<file path="src/rtl/ckre_pkg.sv">
// Shared constants and types of the color key run extractor.
package ckre_pkg;

    // Raster limits; pixels beyond them count as transparent.
    localparam int MAX_WIDTH  = 1024;
    localparam int MAX_HEIGHT = 1024;

    localparam int XPOS_W  = $clog2(MAX_WIDTH + 1);
    localparam int YPOS_W  = $clog2(MAX_HEIGHT + 1);
    localparam int COORD_W = 11;
    localparam int RUN_W   = 20;
    localparam int BYTE_W  = 8;

    typedef logic [XPOS_W-1:0]  t_xpos;
    typedef logic [YPOS_W-1:0]  t_ypos;
    typedef logic [COORD_W-1:0] t_coord;
    typedef logic [RUN_W-1:0]   t_run;
    typedef logic [BYTE_W-1:0]  t_byte;

    localparam t_xpos X_LIMIT = t_xpos'(MAX_WIDTH);
    localparam t_ypos Y_LIMIT = t_ypos'(MAX_HEIGHT);
    localparam t_run  RUN_MAX = '1;

    // Configuration register indexes.
    localparam int CFG_IDX_W = 3;
    localparam logic [CFG_IDX_W-1:0] CFG_KEY_LOW  = 3'd0;
    localparam logic [CFG_IDX_W-1:0] CFG_KEY_MID  = 3'd1;
    localparam logic [CFG_IDX_W-1:0] CFG_KEY_HIGH = 3'd2;
    localparam logic [CFG_IDX_W-1:0] CFG_TOL_LOW  = 3'd3;
    localparam logic [CFG_IDX_W-1:0] CFG_TOL_MID  = 3'd4;
    localparam logic [CFG_IDX_W-1:0] CFG_TOL_HIGH = 3'd5;

    localparam t_byte KEY_RESET = 8'hFF;
    localparam t_byte TOL_RESET = 8'h00;

    // Result queue; depth must be a power of two and at least 2.
    localparam int FIFO_DEPTH = 4;
    localparam int FIFO_AW    = $clog2(FIFO_DEPTH);
    localparam int FIFO_CW    = $clog2(FIFO_DEPTH + 1);

    typedef struct packed {
        logic clear;
        logic row_end;
        logic frame_end;
    } t_pix_item;

    typedef struct packed {
        logic   is_summary;
        t_coord x_begin;
        t_coord x_end;
        t_coord y_top;
        t_coord y_bottom;
        t_run   run_total;
        logic   last;
    } t_result;

    typedef struct packed {
        logic [1:0] count;
        t_result    first;
        t_result    second;
    } t_push;

endpackage

</file>
<file path="src/rtl/color_key_run_extractor_unit.sv">
// Top level of the color key run extractor.
//
//  channel   dir  handshake                      payload
//  s_axis    in   s_axis_tvalid / s_axis_tready  tdata pixel bytes, tlast frame end, tuser row end
//  m_axis    out  m_axis_tvalid / m_axis_tready  tdata run or box, tlast last, tuser summary
//  cfg       in   i_cfg_valid / o_cfg_ready      i_cfg_index register, i_cfg_data byte
//
// One pixel per cycle while s_axis_tready is high. A pixel is classified at the port,
// registered, and its run and box update lands in a four-entry result queue. A pixel that
// closes a run at frame end pushes two results; the queue drains one per cycle while
// m_axis_tready is high, and s_axis_tready drops while a pixel is held and fewer than two
// queue entries are free. Reset (synchronous, active low) restores keys to 0xFF, tolerances
// to 0 and clears the frame state; no clearing pass is needed. Config writes are always taken.
module color_key_run_extractor_unit
    import ckre_pkg::*;
(
    input  logic                 i_clk,
    input  logic                 i_rst_n,
    // pixel stream
    input  logic                 s_axis_tvalid,
    output logic                 s_axis_tready,
    input  logic [23:0]          s_axis_tdata,  // pix_low, pix_mid, pix_high
    input  logic                 s_axis_tlast,  // frame_end
    input  logic                 s_axis_tuser,  // row_end
    // result stream
    output logic                 m_axis_tvalid,
    input  logic                 m_axis_tready,
    output logic [63:0]          m_axis_tdata,  // x_begin, x_end, y_top, y_bottom, run_total
    output logic                 m_axis_tlast,  // last
    output logic                 m_axis_tuser,  // is_summary
    // configuration
    input  logic                 i_cfg_valid,
    output logic                 o_cfg_ready,
    input  logic [CFG_IDX_W-1:0] i_cfg_index,
    input  logic [BYTE_W-1:0]    i_cfg_data
);

    logic      pix_clear;
    t_pix_item pix_item;
    logic      queue_room;
    t_push     push;
    t_result   res;

    // Registers take every write request.
    assign o_cfg_ready = 1'b1;

    ckre_key_match u_key_match (
        .i_clk       (i_clk),
        .i_rst_n     (i_rst_n),
        .i_cfg_write (i_cfg_valid),
        .i_cfg_index (i_cfg_index),
        .i_cfg_data  (i_cfg_data),
        .i_pix_low   (s_axis_tdata[7:0]),
        .i_pix_mid   (s_axis_tdata[15:8]),
        .i_pix_high  (s_axis_tdata[23:16]),
        .o_clear     (pix_clear)
    );

    // Carry only the transparency flag and the row and frame marks forward.
    assign pix_item.clear     = pix_clear;
    assign pix_item.row_end   = s_axis_tuser;
    assign pix_item.frame_end = s_axis_tlast;

    ckre_run_tracker u_run_tracker (
        .i_clk   (i_clk),
        .i_rst_n (i_rst_n),
        .i_valid (s_axis_tvalid),
        .o_ready (s_axis_tready),
        .i_item  (pix_item),
        .i_room  (queue_room),
        .o_push  (push)
    );

    ckre_result_fifo u_result_fifo (
        .i_clk   (i_clk),
        .i_rst_n (i_rst_n),
        .i_push  (push),
        .o_room  (queue_room),
        .o_valid (m_axis_tvalid),
        .i_ready (m_axis_tready),
        .o_data  (res)
    );

    // Pack result fields from the lowest bit up.
    assign m_axis_tdata = {res.run_total, res.y_bottom, res.y_top, res.x_end, res.x_begin};
    assign m_axis_tlast = res.last;
    assign m_axis_tuser = res.is_summary;

endmodule

</file>
<file path="src/rtl/ckre_key_match.sv">
// Key and tolerance registers and the per-pixel transparency test.
module ckre_key_match
    import ckre_pkg::*;
(
    input  logic                 i_clk,
    input  logic                 i_rst_n,
    input  logic                 i_cfg_write,
    input  logic [CFG_IDX_W-1:0] i_cfg_index,
    input  t_byte                i_cfg_data,
    input  t_byte                i_pix_low,
    input  t_byte                i_pix_mid,
    input  t_byte                i_pix_high,
    output logic                 o_clear
);

    t_byte r_key_low, r_key_mid, r_key_high;
    t_byte r_tol_low, r_tol_mid, r_tol_high;

    // Upper bound saturates at 255: a 9-bit sum compared to the byte does that.
    function automatic logic byte_in_key(input t_byte b, input t_byte key, input t_byte tol);
        logic [BYTE_W:0] hi;
        hi = {1'b0, key} + {1'b0, tol};
        return (b >= key) && ({1'b0, b} <= hi);
    endfunction

    always_ff @(posedge i_clk) begin
        if (!i_rst_n) begin
            r_key_low  <= KEY_RESET;
            r_key_mid  <= KEY_RESET;
            r_key_high <= KEY_RESET;
            r_tol_low  <= TOL_RESET;
            r_tol_mid  <= TOL_RESET;
            r_tol_high <= TOL_RESET;
        end else if (i_cfg_write) begin
            unique case (i_cfg_index)
                CFG_KEY_LOW:  r_key_low  <= i_cfg_data;
                CFG_KEY_MID:  r_key_mid  <= i_cfg_data;
                CFG_KEY_HIGH: r_key_high <= i_cfg_data;
                CFG_TOL_LOW:  r_tol_low  <= i_cfg_data;
                CFG_TOL_MID:  r_tol_mid  <= i_cfg_data;
                CFG_TOL_HIGH: r_tol_high <= i_cfg_data;
                default: ;
            endcase
        end
    end

    assign o_clear = byte_in_key(i_pix_low,  r_key_low,  r_tol_low)
                  && byte_in_key(i_pix_mid,  r_key_mid,  r_tol_mid)
                  && byte_in_key(i_pix_high, r_key_high, r_tol_high);

endmodule

</file>
<file path="src/rtl/ckre_run_tracker.sv">
// Input register, run and bounding box state, and result formation.
module ckre_run_tracker
    import ckre_pkg::*;
(
    input  logic      i_clk,
    input  logic      i_rst_n,
    input  logic      i_valid,
    output logic      o_ready,
    input  t_pix_item i_item,
    input  logic      i_room,
    output t_push     o_push
);

    logic      r_valid;
    t_pix_item r_item;
    t_xpos     r_col, n_col;
    t_ypos     r_row, n_row;
    logic      r_in_run, n_in_run;
    t_xpos     r_run_start, n_run_start;
    t_xpos     r_box_left, n_box_left, box_left_upd;
    t_ypos     r_box_top, n_box_top, box_top_upd;
    t_xpos     r_box_right, n_box_right, box_right_upd;
    t_ypos     r_box_bottom, n_box_bottom, box_bottom_upd;
    t_run      r_run_count, n_run_count, count_upd;

    logic      advance;
    logic      in_area, opaque, line_end;
    logic      close_mid, close_end, run_emit;
    t_xpos     col_inc, run_x0, run_x1;
    t_ypos     row_inc, row_below;
    t_result   run_res, sum_res;

    assign advance = r_valid && i_room;
    assign o_ready = !r_valid || i_room;

    always_ff @(posedge i_clk) begin
        if (!i_rst_n) begin
            r_valid <= 1'b0;
        end else if (o_ready) begin
            r_valid <= i_valid;
        end
    end

    always_ff @(posedge i_clk) begin
        if (i_valid && o_ready) begin
            r_item <= i_item;
        end
    end

    always_comb begin
        in_area   = (r_col < X_LIMIT) && (r_row < Y_LIMIT);
        opaque    = in_area && !r_item.clear;
        line_end  = r_item.row_end || r_item.frame_end;
        col_inc   = (r_col < X_LIMIT) ? r_col + t_xpos'(1) : r_col;
        row_inc   = (r_row < Y_LIMIT) ? r_row + t_ypos'(1) : r_row;
        row_below = r_row + t_ypos'(1);

        // A run ends at a transparent pixel or at the end of its row.
        close_mid = r_in_run && !opaque;
        close_end = opaque && line_end;
        run_emit  = close_mid || close_end;
        run_x0    = r_in_run ? r_run_start : r_col;
        run_x1    = close_mid ? r_col : col_inc;

        box_left_upd   = r_box_left;
        box_top_upd    = r_box_top;
        box_right_upd  = r_box_right;
        box_bottom_upd = r_box_bottom;
        count_upd      = r_run_count;
        if (run_emit) begin
            if (run_x0 < r_box_left)     box_left_upd   = run_x0;
            if (r_row < r_box_top)       box_top_upd    = r_row;
            if (run_x1 > r_box_right)    box_right_upd  = run_x1;
            if (row_below > r_box_bottom) box_bottom_upd = row_below;
            if (r_run_count != RUN_MAX)  count_upd      = r_run_count + t_run'(1);
        end

        run_res.is_summary = 1'b0;
        run_res.x_begin    = t_coord'(run_x0);
        run_res.x_end      = t_coord'(run_x1);
        run_res.y_top      = t_coord'(r_row);
        run_res.y_bottom   = t_coord'(row_below);
        run_res.run_total  = count_upd;
        run_res.last       = !r_item.frame_end;

        sum_res.is_summary = 1'b1;
        sum_res.x_begin    = t_coord'(box_left_upd);
        sum_res.x_end      = t_coord'(box_right_upd);
        sum_res.y_top      = t_coord'(box_top_upd);
        sum_res.y_bottom   = t_coord'(box_bottom_upd);
        sum_res.run_total  = count_upd;
        sum_res.last       = 1'b1;

        // Pack results in order: run first, then summary.
        o_push.count  = advance ? {1'b0, run_emit} + {1'b0, r_item.frame_end} : 2'd0;
        o_push.first  = run_emit ? run_res : sum_res;
        o_push.second = sum_res;

        n_col        = line_end ? '0 : col_inc;
        n_row        = line_end ? row_inc : r_row;
        n_in_run     = opaque && !line_end;
        n_run_start  = (opaque && !r_in_run) ? r_col : r_run_start;
        n_box_left   = box_left_upd;
        n_box_top    = box_top_upd;
        n_box_right  = box_right_upd;
        n_box_bottom = box_bottom_upd;
        n_run_count  = count_upd;
        if (r_item.frame_end) begin
            n_col        = '0;
            n_row        = '0;
            n_in_run     = 1'b0;
            n_run_start  = '0;
            n_box_left   = X_LIMIT;
            n_box_top    = Y_LIMIT;
            n_box_right  = '0;
            n_box_bottom = '0;
            n_run_count  = '0;
        end
    end

    always_ff @(posedge i_clk) begin
        if (!i_rst_n) begin
            r_col        <= '0;
            r_row        <= '0;
            r_in_run     <= 1'b0;
            r_run_start  <= '0;
            r_box_left   <= X_LIMIT;
            r_box_top    <= Y_LIMIT;
            r_box_right  <= '0;
            r_box_bottom <= '0;
            r_run_count  <= '0;
        end else if (advance) begin
            r_col        <= n_col;
            r_row        <= n_row;
            r_in_run     <= n_in_run;
            r_run_start  <= n_run_start;
            r_box_left   <= n_box_left;
            r_box_top    <= n_box_top;
            r_box_right  <= n_box_right;
            r_box_bottom <= n_box_bottom;
            r_run_count  <= n_run_count;
        end
    end

endmodule

</file>
<file path="src/rtl/ckre_result_fifo.sv">
// Result queue: takes up to two results a cycle, hands out one while i_ready is high.
module ckre_result_fifo
    import ckre_pkg::*;
(
    input  logic    i_clk,
    input  logic    i_rst_n,
    input  t_push   i_push,
    output logic    o_room,
    output logic    o_valid,
    input  logic    i_ready,
    output t_result o_data
);

    t_result              r_mem [FIFO_DEPTH];
    logic [FIFO_AW-1:0]   r_wr, r_rd;
    logic [FIFO_CW-1:0]   r_count;
    logic                 pop;

    assign o_valid = (r_count != '0);
    assign o_data  = r_mem[r_rd];
    assign pop     = o_valid && i_ready;
    // Room for the worst case of two pushes; a pop in the same cycle is not counted.
    assign o_room  = (r_count <= FIFO_CW'(FIFO_DEPTH - 2));

    always_ff @(posedge i_clk) begin
        if (i_push.count != 2'd0) begin
            r_mem[r_wr] <= i_push.first;
        end
        if (i_push.count == 2'd2) begin
            r_mem[r_wr + FIFO_AW'(1)] <= i_push.second;
        end
    end

    always_ff @(posedge i_clk) begin
        if (!i_rst_n) begin
            r_wr    <= '0;
            r_rd    <= '0;
            r_count <= '0;
        end else begin
            r_wr    <= r_wr + FIFO_AW'(i_push.count);
            r_rd    <= r_rd + FIFO_AW'(pop);
            r_count <= r_count + FIFO_CW'(i_push.count) - FIFO_CW'(pop);
        end
    end

endmodule

</file>
<file path="config.mk">
export PLATFORM = sky130hd
export DESIGN_NAME = color_key_run_extractor_unit
export DESIGN_NICKNAME = d
export VERILOG_FILES = /design/src/rtl/ckre_pkg.sv /design/src/rtl/color_key_run_extractor_unit.sv /design/src/rtl/ckre_key_match.sv /design/src/rtl/ckre_run_tracker.sv /design/src/rtl/ckre_result_fifo.sv
export SDC_FILE = /design/constraint.sdc
export NUM_CORES = 1
export LEC_CHECK = 0
export BUFFER_PORTS_ARGS = -buffer_cell sky130_fd_sc_hd__buf_2
export CAP_MARGIN = 20
export CORE_ASPECT_RATIO = 0.8
export CORE_MARGIN = 1
export CORE_UTILIZATION = 48
export DETAILED_ROUTE_END_ITERATION = 10
export PLACE_DENSITY = 0.62
export SLEW_MARGIN = 20
export SYNTH_ARGS = -nofsm -noshare
export SYNTH_HDL_FRONTEND = slang
export SYNTH_SLANG_ARGS = --single-unit
</file>
<file path="constraint.sdc">
create_clock -name i_clk -period 4.88 [get_ports i_clk]
set_input_delay 0.488 -clock i_clk [delete_from_list [all_inputs] [get_ports i_clk]]
set_output_delay 0.488 -clock i_clk [all_outputs]
set_load 0.03 [all_outputs]
</file>
======== Yosys cells after proc, flatten, opt, wreduce, memory -nomap -nowiden ========
Memory sizes are Yosys's and may differ from the RTL's. A register that Yosys moved wholly into a read port is not among the register bits.
Cells that the tools add are included.
word-level totals
  input port bits ......................... 42
  register bits ........................... 157
  memories ................................ 1
  RAM bits ................................ 264
  word-level logic and storage cells ...... 125
cells by class
  reductions and logical operators ........ 37
  equality and inequality tests ........... 7
  $lt $le $gt $ge ......................... 13
  $add $sub $neg .......................... 12
  multiplexer cells ....................... 33
memory list
  name                 words  bits a word  read ports  clocked after memory_dff  write ports  RTL line                text
  u_result_fifo.r_mem  4      66           1           1                         2            ckre_result_fifo.sv:14  t_result r_mem [FIFO_DEPTH];
operators with widths
  cell                                                            number
  two-way mux 11 bit                                              22
  two-way mux 66 bit                                              1
  two-way mux 20 bit                                              3
  adder 8 x 8 -> 9 bit                                            3
  less-or-equal comparator 8 x 9 -> 1 bit                         3
  greater-or-equal comparator 8 bit                               3
  adder 11 x 1 -> 11 bit, second input constant                   2
  > comparator 11 bit                                             2
  less-than comparator 11 bit                                     2
  less-than comparator 11 bit, second input constant              2
  adder 20 x 1 -> 20 bit, second input constant                   1
  != test 20 bit, second input constant                           1
  logical AND 1 bit                                               14
  AND reduction 2 bit                                             7
  nonzero test 2 bit                                              4
  equality test 3 x 2 -> 1 bit, second input constant             2
  equality test 3 bit, second input constant                      2
  zero test 1 bit                                                 6
  two-way mux 1 bit                                               5
  two-way mux 2 bit                                               2
  adder 3 x 2 -> 3 bit                                            1
  equality test 3 x 1 -> 1 bit, second input constant             1
  less-or-equal comparator 3 x 2 -> 1 bit, second input constant  1
  zero test 3 bit                                                 1
  other kinds (9)                                                 11

======== Longest topological paths before layout ========
Gate-level depths: netlist of the first run.
  depth after elaboration ................. 11
  gate-level depth with buffers ........... 15

======== Modules after synthesis ========
Synthesis of the first run repeated with hierarchy kept, for this count alone.
unflattened totals
  cells, all modules ...................... 2062
  area total of the unflattened synthesis .. 24374.6 µm²
by module, submodules not included
  module                        cells an instance  times used  sequential area each (µm²)  area each (µm²)
  ckre_result_fifo              686                1           8067.7                      13182.6
  ckre_run_tracker              932                1           2072.0                      7410.9
  ckre_key_match                442                1           960.9                       3769.9
  color_key_run_extractor_unit  2                  1           0.0                         11.3

======== Worst setup path before layout of the first run ========
Ideal clock, no wire load.
  path type ............................... flip-flop to flip-flop
  start point ............................. register u_run_tracker.r_row[10]
  end point ............................... memory u_result_fifo.r_mem[2][10] (netlist bit) (enable)
  cell stages (with the launch flop) ...... 12
  period minus slack after synthesis ...... 4.362 ns
  data arrival time ....................... 3.943 ns
  slack ................................... 0.518 ns
  path buffers ............................ 2
  setup time .............................. 0.419 ns
  data required time ...................... 4.461 ns
  path through ............................ dfxtp_1 -> buf_2 -> o31ai_4 -> a21boi_4 -> inv_1 -> buf_2 -> ha_1 -> nand2b_1 -> or3_1 -> nor2_1 -> nor2_1 -> inv_1
RTL lines
  item                    RTL line                 text
  from (decl)             ckre_run_tracker.sv:17   t_ypos r_row, n_row;
  from (signal assigned)  ckre_run_tracker.sv:134  r_row <= n_row;
  to (decl)               ckre_result_fifo.sv:14

==> flow_summary_export.csv, run 1 <==
group,metric,value,unit
place,dp_hpwl,41200,um
worst_setup_path,critPathSlowestCell,"o21ai_2",
clocking,clk_path_buf_depth,3,
worst_setup_path,r2r-start,"u_run_tracker.r_row[1]",
yosys,synth_top_cell_by_area,"edfxtp_1",
power,p_leak,8.95,nW
yosys,post-synth-top-area-fraction,34.6,%
route,drt-initial-drc-count,1508,
min_path,min-delay-path-class,"input port to flop",
sta,slew_violations,0,
yosys,synthXorXnorAreaFrac,2.10,%
layout,final_core_utilization,55.0,%
route,drc,0,
worst_setup_path,timing.rr.end,"u_result_fifo.r_mem[3][30]",
power,ir_worst_vdd,250,uV
layout,nFillCells,3974,
yosys,syn_area_per_cell,11.2,um^2
route,antenna_left,0,
yosys,ys_seq_area_share,49.0,%
job,max-cap-violations,0,
clocking,insertion_delay,0.55,ns
floorplan,die_w,244,um
sta,setup_tns,0,ns
min_path,holdPathStages,1,
floorplan,die_h,196,um
global_routing,antenna_found_initial,0,
sta,setup_violations,0,
yosys,ys_ff_latch,421,
yosys,synth_ff_type,"edfxtp_1",
global_routing,grt_pass1_vias,16500,
min_path,hold_start,"s_axis_tuser",
sta,fmax,0.225,GHz
yosys,synth_top_cells_by_area,"edfxtp_1 (35%), dfxtp_1 (14%), ha_1 (6.8%), mux4_2 (6.6%), o2bb2ai_1 (4.9%)",
worst_setup_path,path_cells,"ha_1, nand3_1, nor3_1, and3_1, xnor2_1, inv_1, ha_1, a21oi_2, or3b_2, and2_1, o21ai_2, o2bb2ai_1",
sta,fin_crit_sh,91.2,%
sta,tightest_slew,1.15,ns
yosys,synthSimpleGateAreaFrac,11.6,%
layout,fin_nets,2261,
global_routing,grt_overflow,0,
clocking,h-tree-depth,2,
yosys,synthMuxAreaShare,7.51,%
worst_setup_path,crit_fanout,15,
worst_setup_path,worstPathArrival,4.85,ns
layout,final_layout_size_suffix_gt1_share,16.0,%
clocking,cts_resized,0,
clocking,cts_sinks,421,
worst_setup_path,worstSetupStartpointType,"flop",
yosys,synth_edf_count,259,
clocking,numCtsBuffers,44,
sta,final.setup_skew,0.00988,ns
yosys,synth_fa_ha_area_share,7.20,%
clocking,cts_setup_buffers,0,
route,drt-total-wl,61100,um
yosys,synthCells,2001,
yosys,synth_top_family_by_area,"compound AO/OA/AOI/OAI gates",
worst_setup_path,reg2reg_depth,12,
worst_setup_path,path_delay_family,"simple AND/OR/NAND/NOR gates",
global_routing,grt_pass1_wl,96600,um
power,power_density,389,mW/mm^2
route,avgRoutedWirePerCell,22.3,um
sta,period_minus_slack,4.45,ns
route,firstDrtPassIters,6,
yosys,netlist_area,0.0225,mm^2
layout,diodes,0,
worst_setup_path,slowest_delay,0.67,ns
layout,layout_common_cells,"edfxtp_1 (259), nor2_1 (184), dfxtp_1 (160)",
global_routing,grt_start_max_net_pins,78,
yosys,synth_nets,2170,
floorplan,rows,70,
yosys,synth_cell_types,83,
route,vias_per_cell,6.11,
yosys,ys_warn_count,0,
route,vias,16700,
global_routing,grtUsageTotal,25.9,%
clocking,cts_hold_buf,0,
sta,slew_headroom,23.2,%
yosys,synth_async_sr_flop_share,0,%
clocking,clk_pin_slew,0.06,ns
worst_setup_path,critical_path_class,"flop to flop",
worst_setup_path,path_common_cell,"ha_1",
floorplan,core_area,0.0460,mm^2
sta,hold_violations,0,
yosys,synth_compound_area_share,18.7,%
place,io_buffers,109,
worst_setup_path,cp_data_required_time,5.28,ns
floorplan,dieArea,0.0477,mm^2
clocking,cts_tree,"built",
floorplan,initial_utilization,48.9,%
worst_setup_path,cp_num_buf_inv,1,
sta,rsz0062_at_grt,"no",
floorplan,boundaryPins,111,
layout,syn2layout_area_growth,12.4,%
place,place.gp.congestion,0.876,
layout,layout_commonest_cell,"edfxtp_1",
worst_setup_path,end_kind,"flop",
status,status,"finished, final reports clean",
worst_setup_path,r2r_slack,0.43,ns
clocking,root_buffer,"clkbuf_16",
min_path,min_to,"u_run_tracker.r_item[1]",
==> cells by family (layout without fill, tap and decap cells) <==
group	Yosys count	after routing
AND/OR/NAND/NOR	548	548
other	1	1
flip-flops	421	421
adder cells (fa/ha/maj)	127	127
multiplexers	86	86
buffers and inverters	220	344
XOR/XNOR	54	54
AO/OA/AOI/OAI	544	544
==> through the flow <==
stage / cell area, um^2 / instances / hold WS [ns] / setup slack, ns / power (mW)
global route: 25300 / 2737 / 0.0975 / 0.0845 / 10.2
finish: 25300 / 2737 / 0.111 / 0.427 / 9.84
global placement: 23700 / 2657 / 0.445 / 0.592 / 6.24
detailed placement: 23700 / 2657 / 0.450 / 0.482 / 6.26
floorplan: 22500 / 2001 / 0.431 / 0.518 / 5.62
CTS: 25300 / 2736 / 0.0955 / 0.478 / 9.89
==> final cells by class <==
cell class	count	area, um^2	share of cell area (%)
clock buffers	60	1220	4.84
clock inverters	19	325	1.29
inverters	117	440	1.74
multi-input cells	1360	10600	42.0
flip-flops and latches	421	11000	43.6
well taps	612	766	3.03
repair buffers	148	888	3.51
==> worst reg2reg max path: cells and delay by family (launching register included) <==
kind                       cells  cell delay (ns)
and+or+nand+nor                5             1.63
adders and majority gates      2             0.66
buffers and inverters          1             0.16
xor gates and xnor gates       1             0.23
AOI/OAI and AO/OA              3             1.09
DFF                            1             0.55
==> power by group <==
| part | leakage (nW) | switching (mW) | internal [mW] |
|---|---|---|---|
| Combinational | 4.62 | 1.32 | 0.768 |
| Clock | 0.755 | 1.42 | 2.23 |
| Sequential | 3.58 | 0.168 | 3.93 |
| Total | 8.95 | 2.91 | 6.92 |
==> sequential cells by signal, summed over array words and instances, names as in the netlist, 2 cells and up <==
| name | count |
|---|---|
| u_key_match.r_key_high | 8 |
| u_key_match.r_key_low | 8 |
| u_key_match.r_key_mid | 8 |
| u_key_match.r_tol_high | 8 |
| u_key_match.r_tol_low | 8 |
| u_key_match.r_tol_mid | 8 |
| u_result_fifo.r_count | 3 |
| u_result_fifo.r_mem | 264 |
| u_result_fifo.r_rd | 2 |
| u_result_fifo.r_wr | 2 |
| u_run_tracker.r_box_bottom | 11 |
| u_run_tracker.r_box_left | 11 |
| u_run_tracker.r_box_right | 11 |
| u_run_tracker.r_box_top | 11 |
| u_run_tracker.r_col | 11 |
| u_run_tracker.r_item | 3 |
| u_run_tracker.r_row | 11 |
| u_run_tracker.r_run_count | 20 |
| u_run_tracker.r_run_start | 11 |
==> per-layer routing <==
metal	vias to the layer above	track usage (%)	part of all wire, %
met3	83	4.14	6.7
met4	0	5.46	1.6
met2	568	39.6	45
met1	8318	38.9	47
li1	7763	-	-
met5	-	0	0
==> cell usage after synthesis, drive strengths merged (25+ instances only) <==
cell	n
edfxtp	259
nor2	185
dfxtp	162
nand2	150
o2bb2ai	127
ha	123
inv	117
a21oi	74
o21ai	74
mux4	66
clkbuf	62
a22o	43
buf	41
nand3	40
nor2b	39
a21boi	36
xor2	32
a221o	30
nor3	28
o211ai	25
==> how the worst max path moves through the flow <==
| stage | from | endpoint | slack (ns) | cells past startpoint |
|---|---|---|---|---|
| 3_3_place_gp | u_run_tracker.r_row[3] | u_result_fifo.r_mem[0][23] | 0.59 | 12 |
| 2_1_floorplan | u_run_tracker.r_row[10] | u_result_fifo.r_mem[2][10] | 0.52 | 11 |
| 5_1_grt | u_run_tracker.r_row[3] | u_result_fifo.r_mem[0][24] | 0.08 | 12 |
| 3_5_place_dp | u_run_tracker.r_row[3] | u_result_fifo.r_mem[0][24] | 0.48 | 12 |
| 6_report | u_run_tracker.r_row[1] | u_result_fifo.r_mem[3][30] | 0.43 | 12 |
| 4_1_cts | u_run_tracker.r_row[3] | u_result_fifo.r_mem[0][25] | 0.48 | 12 |
No activity file was read; power rests on OpenSTA's default activity.
==> run 2, diff against run 1 <==
--- a/config.mk
+++ b/config.mk
@@ -10,9 +10,12 @@
 export CORE_ASPECT_RATIO = 0.8
 export CORE_MARGIN = 1
 export CORE_UTILIZATION = 48
+export CTS_BUF_LIST = sky130_fd_sc_hd__clkbuf_16
 export DETAILED_ROUTE_END_ITERATION = 10
 export PLACE_DENSITY = 0.62
+export RECOVER_POWER = 50
 export SLEW_MARGIN = 20
 export SYNTH_ARGS = -nofsm -noshare
 export SYNTH_HDL_FRONTEND = slang
 export SYNTH_SLANG_ARGS = --single-unit
+export TNS_END_PERCENT = 100
==> flow_summary_export.csv, run 2 (synthesized netlist as in run 1, its figures left out) <==
group,metric,value,unit
sta,setup_tns,0,ns
min_path,min-delay-path-class,"input port to flop",
sta,rsz0062_at_grt,"no",
sta,slew_violations,109,
clocking,root_buffer,"clkbuf_16",
route,vias_per_cell,6.12,
global_routing,grt_start_max_net_pins,78,
worst_setup_path,cp_data_required_time,5.29,ns
floorplan,die_w,244,um
floorplan,boundaryPins,111,
layout,final_layout_size_suffix_gt1_share,11.8,%
worst_setup_path,path_delay_family,"compound AO/OA/AOI/OAI gates",
clocking,h-tree-depth,2,
worst_setup_path,cp_num_cells,10,
place,io_buffers,109,
worst_setup_path,worstSetupEndpoint,"u_result_fifo.r_mem[0][60]",
sta,hold_violations,0,
power,seqPwrFrac,42.2,%
layout,layout_common_cells,"edfxtp_1 (259), nor2_1 (185), dfxtp_1 (161)",
sta,fmax,0.218,GHz
global_routing,grt_pass1_vias,16500,
worst_setup_path,r2r_slack,0.29,ns
clocking,insertion_delay,0.55,ns
floorplan,rows,70,
status,violations,"max-capacitance violations, max-slew violations",
worst_setup_path,r2r-start,"u_run_tracker.r_col[10]",
sta,tightest_slew,3.12,ns
power,p_leak,8.76,nW
layout,largest_register_ff_count,264,
power,switching_share,30.1,%
global_routing,grtUsageTotal,25.9,%
route,antenna_left,0,
place,dpl_cell_area,0.0237,mm^2
route,firstDrtPassIters,8,
power,power_frac_comb,21.0,%
power,finalPower,9.70,mW
floorplan,die_h,196,um
power,clkPwrFrac,36.8,%
floorplan,initial_utilization,48.9,%
power,ir_worst_vdd,249,uV
layout,reg.largest.list,"u_result_fifo.r_mem: 264 flops, u_run_tracker.r_run_count: 20 flops",
clocking,cts_tree,"built",
place,place.gp.congestion,0.876,
sta,setup_violations,0,
power,p_int,6.78,mW
route,drc,0,
clocking,cts_hold_buf,0,
place,dp_hpwl,41200,um
route,drt-total-wl,61200,um
power,switchingPower,2.92,mW
sta,timing.final.ws_setup,0.290,ns
power,power_density,387,mW/mm^2
global_routing,grt_pass1_wl,96500,um
sta,final.setup_skew,0.00961,ns
sta,period_minus_slack,4.59,ns
layout,fin_nets,2261,
worst_setup_path,crit_fanout,12,
sta,slew_headroom,-108,%
floorplan,core_area,0.0460,mm^2
place,post-place-ws,0.482,ns
worst_setup_path,critPathSlowestCell,"a211oi_2",
layout,top_register,"u_result_fifo.r_mem",
worst_setup_path,slowest_delay,0.98,ns
worst_setup_path,timing.rr.end,"u_result_fifo.r_mem[0][60]",
layout,fin_area,0.0251,mm^2
route,vias,16700,
route,drt-initial-drc-count,1581,
layout,nFillCells,4030,
clocking,numCtsBuffers,44,
worst_setup_path,cp_num_buf_inv,1,
worst_setup_path,end_kind,"flop",
worst_setup_path,path_cells,"o31ai_1, a21boi_0, inv_1, ha_1, nand2b_1, or3_1, nor2_1, a21oi_1, a211oi_2, a22o_1",
floorplan,dieArea,0.0477,mm^2
job,max-cap-violations,2,
sta,whs,0.114,ns
clocking,clk_path_buf_depth,3,
layout,layout_commonest_cell,"edfxtp_1",
worst_setup_path,startpoint,"u_run_tracker.r_col[10]",
clocking,cts_resized,0,
clocking,clk_pin_slew,0.06,ns
min_path,holdPathStages,1,
global_routing,antenna_found_initial,0,
layout,diodes,0,
clocking,cts_setup_buffers,0,
sta,fin_crit_sh,94.1,%
worst_setup_path,critical_path_class,"flop to flop",
status,status,"finished with violations",
layout,syn2layout_area_growth,11.4,%
global_routing,grt_overflow,0,
clocking,cts_sinks,421,
worst_setup_path,worstSetupStartpointType,"flop",
worst_setup_path,worstPathArrival,5.00,ns
worst_setup_path,reg2reg_depth,10,
route,avgRoutedWirePerCell,22.4,um
-- run 2: changes by cell type in the layout (fill, tap and decap cells not counted), sizes merged --
cell and delta:
buf -72, inv +13, clkbuf +57, clkinv +2
-- run 2: stage by stage --
| step | util, % | cells |
|---|---|---|
| CTS | 54.8 | 2736 |
| floorplan | - | 2001 |
| global placement | 51.6 | 2657 |
| detailed placement | 51.6 | 2657 |
| global route | 54.5 | 2737 |
| finish | 54.5 | 2737 |
-- run 2: worst min path at each step --
stage | from | slack [ns] | to
2_1_floorplan | u_result_fifo.r_mem[2][0] | 0.43 | u_result_fifo.r_mem[2][0]
3_3_place_gp | u_result_fifo.r_mem[3][0] | 0.45 | u_result_fifo.r_mem[3][0]
3_5_place_dp | u_result_fifo.r_mem[2][0] | 0.45 | u_result_fifo.r_mem[2][0]
4_1_cts | s_axis_tuser | 0.1 | u_run_tracker.r_item[1]
5_1_grt | s_axis_tuser | 0.1 | u_run_tracker.r_item[1]
6_report | s_axis_tuser | 0.11 | u_run_tracker.r_item[1]
-- run 2: layout make-up --
| cell class | instances | area (um^2) | share of cell area (%) |
|---|---|---|---|
| sequential | 421 | 11000 | 44.0 |
| inverter | 117 | 439 | 1.75 |
| tap | 612 | 766 | 3.06 |
| clock buffer | 45 | 1130 | 4.49 |
| timing repair buffer | 148 | 783 | 3.13 |
| multi-input combinational | 1360 | 10500 | 42.0 |
| clock inverter | 34 | 382 | 1.52 |
-- run 2: power by group through the flow --
stage | sequential [mW] | clock, mW | combinational (mW)
6_report | 4.09 | 3.57 | 2.04
5_1_grt | 4.12 | 3.74 | 2.19
4_1_cts | 4.10 | 3.61 | 2.10
3_5_place_dp | 4.18 | 0 | 2.09
3_3_place_gp | 4.17 | 0 | 2.07
2_1_floorplan | 4.05 | 0 | 1.57
-- run 2: layer usage --
layer | vias to the layer above | share of wire, % | track usage (%)
met5 | - | 0 | 0
met4 | 0 | 1.5 | 5.56
met3 | 74 | 7.0 | 4.33
met2 | 593 | 44 | 39.5
met1 | 8298 | 47 | 38.7
li1 | 7779 | - | -
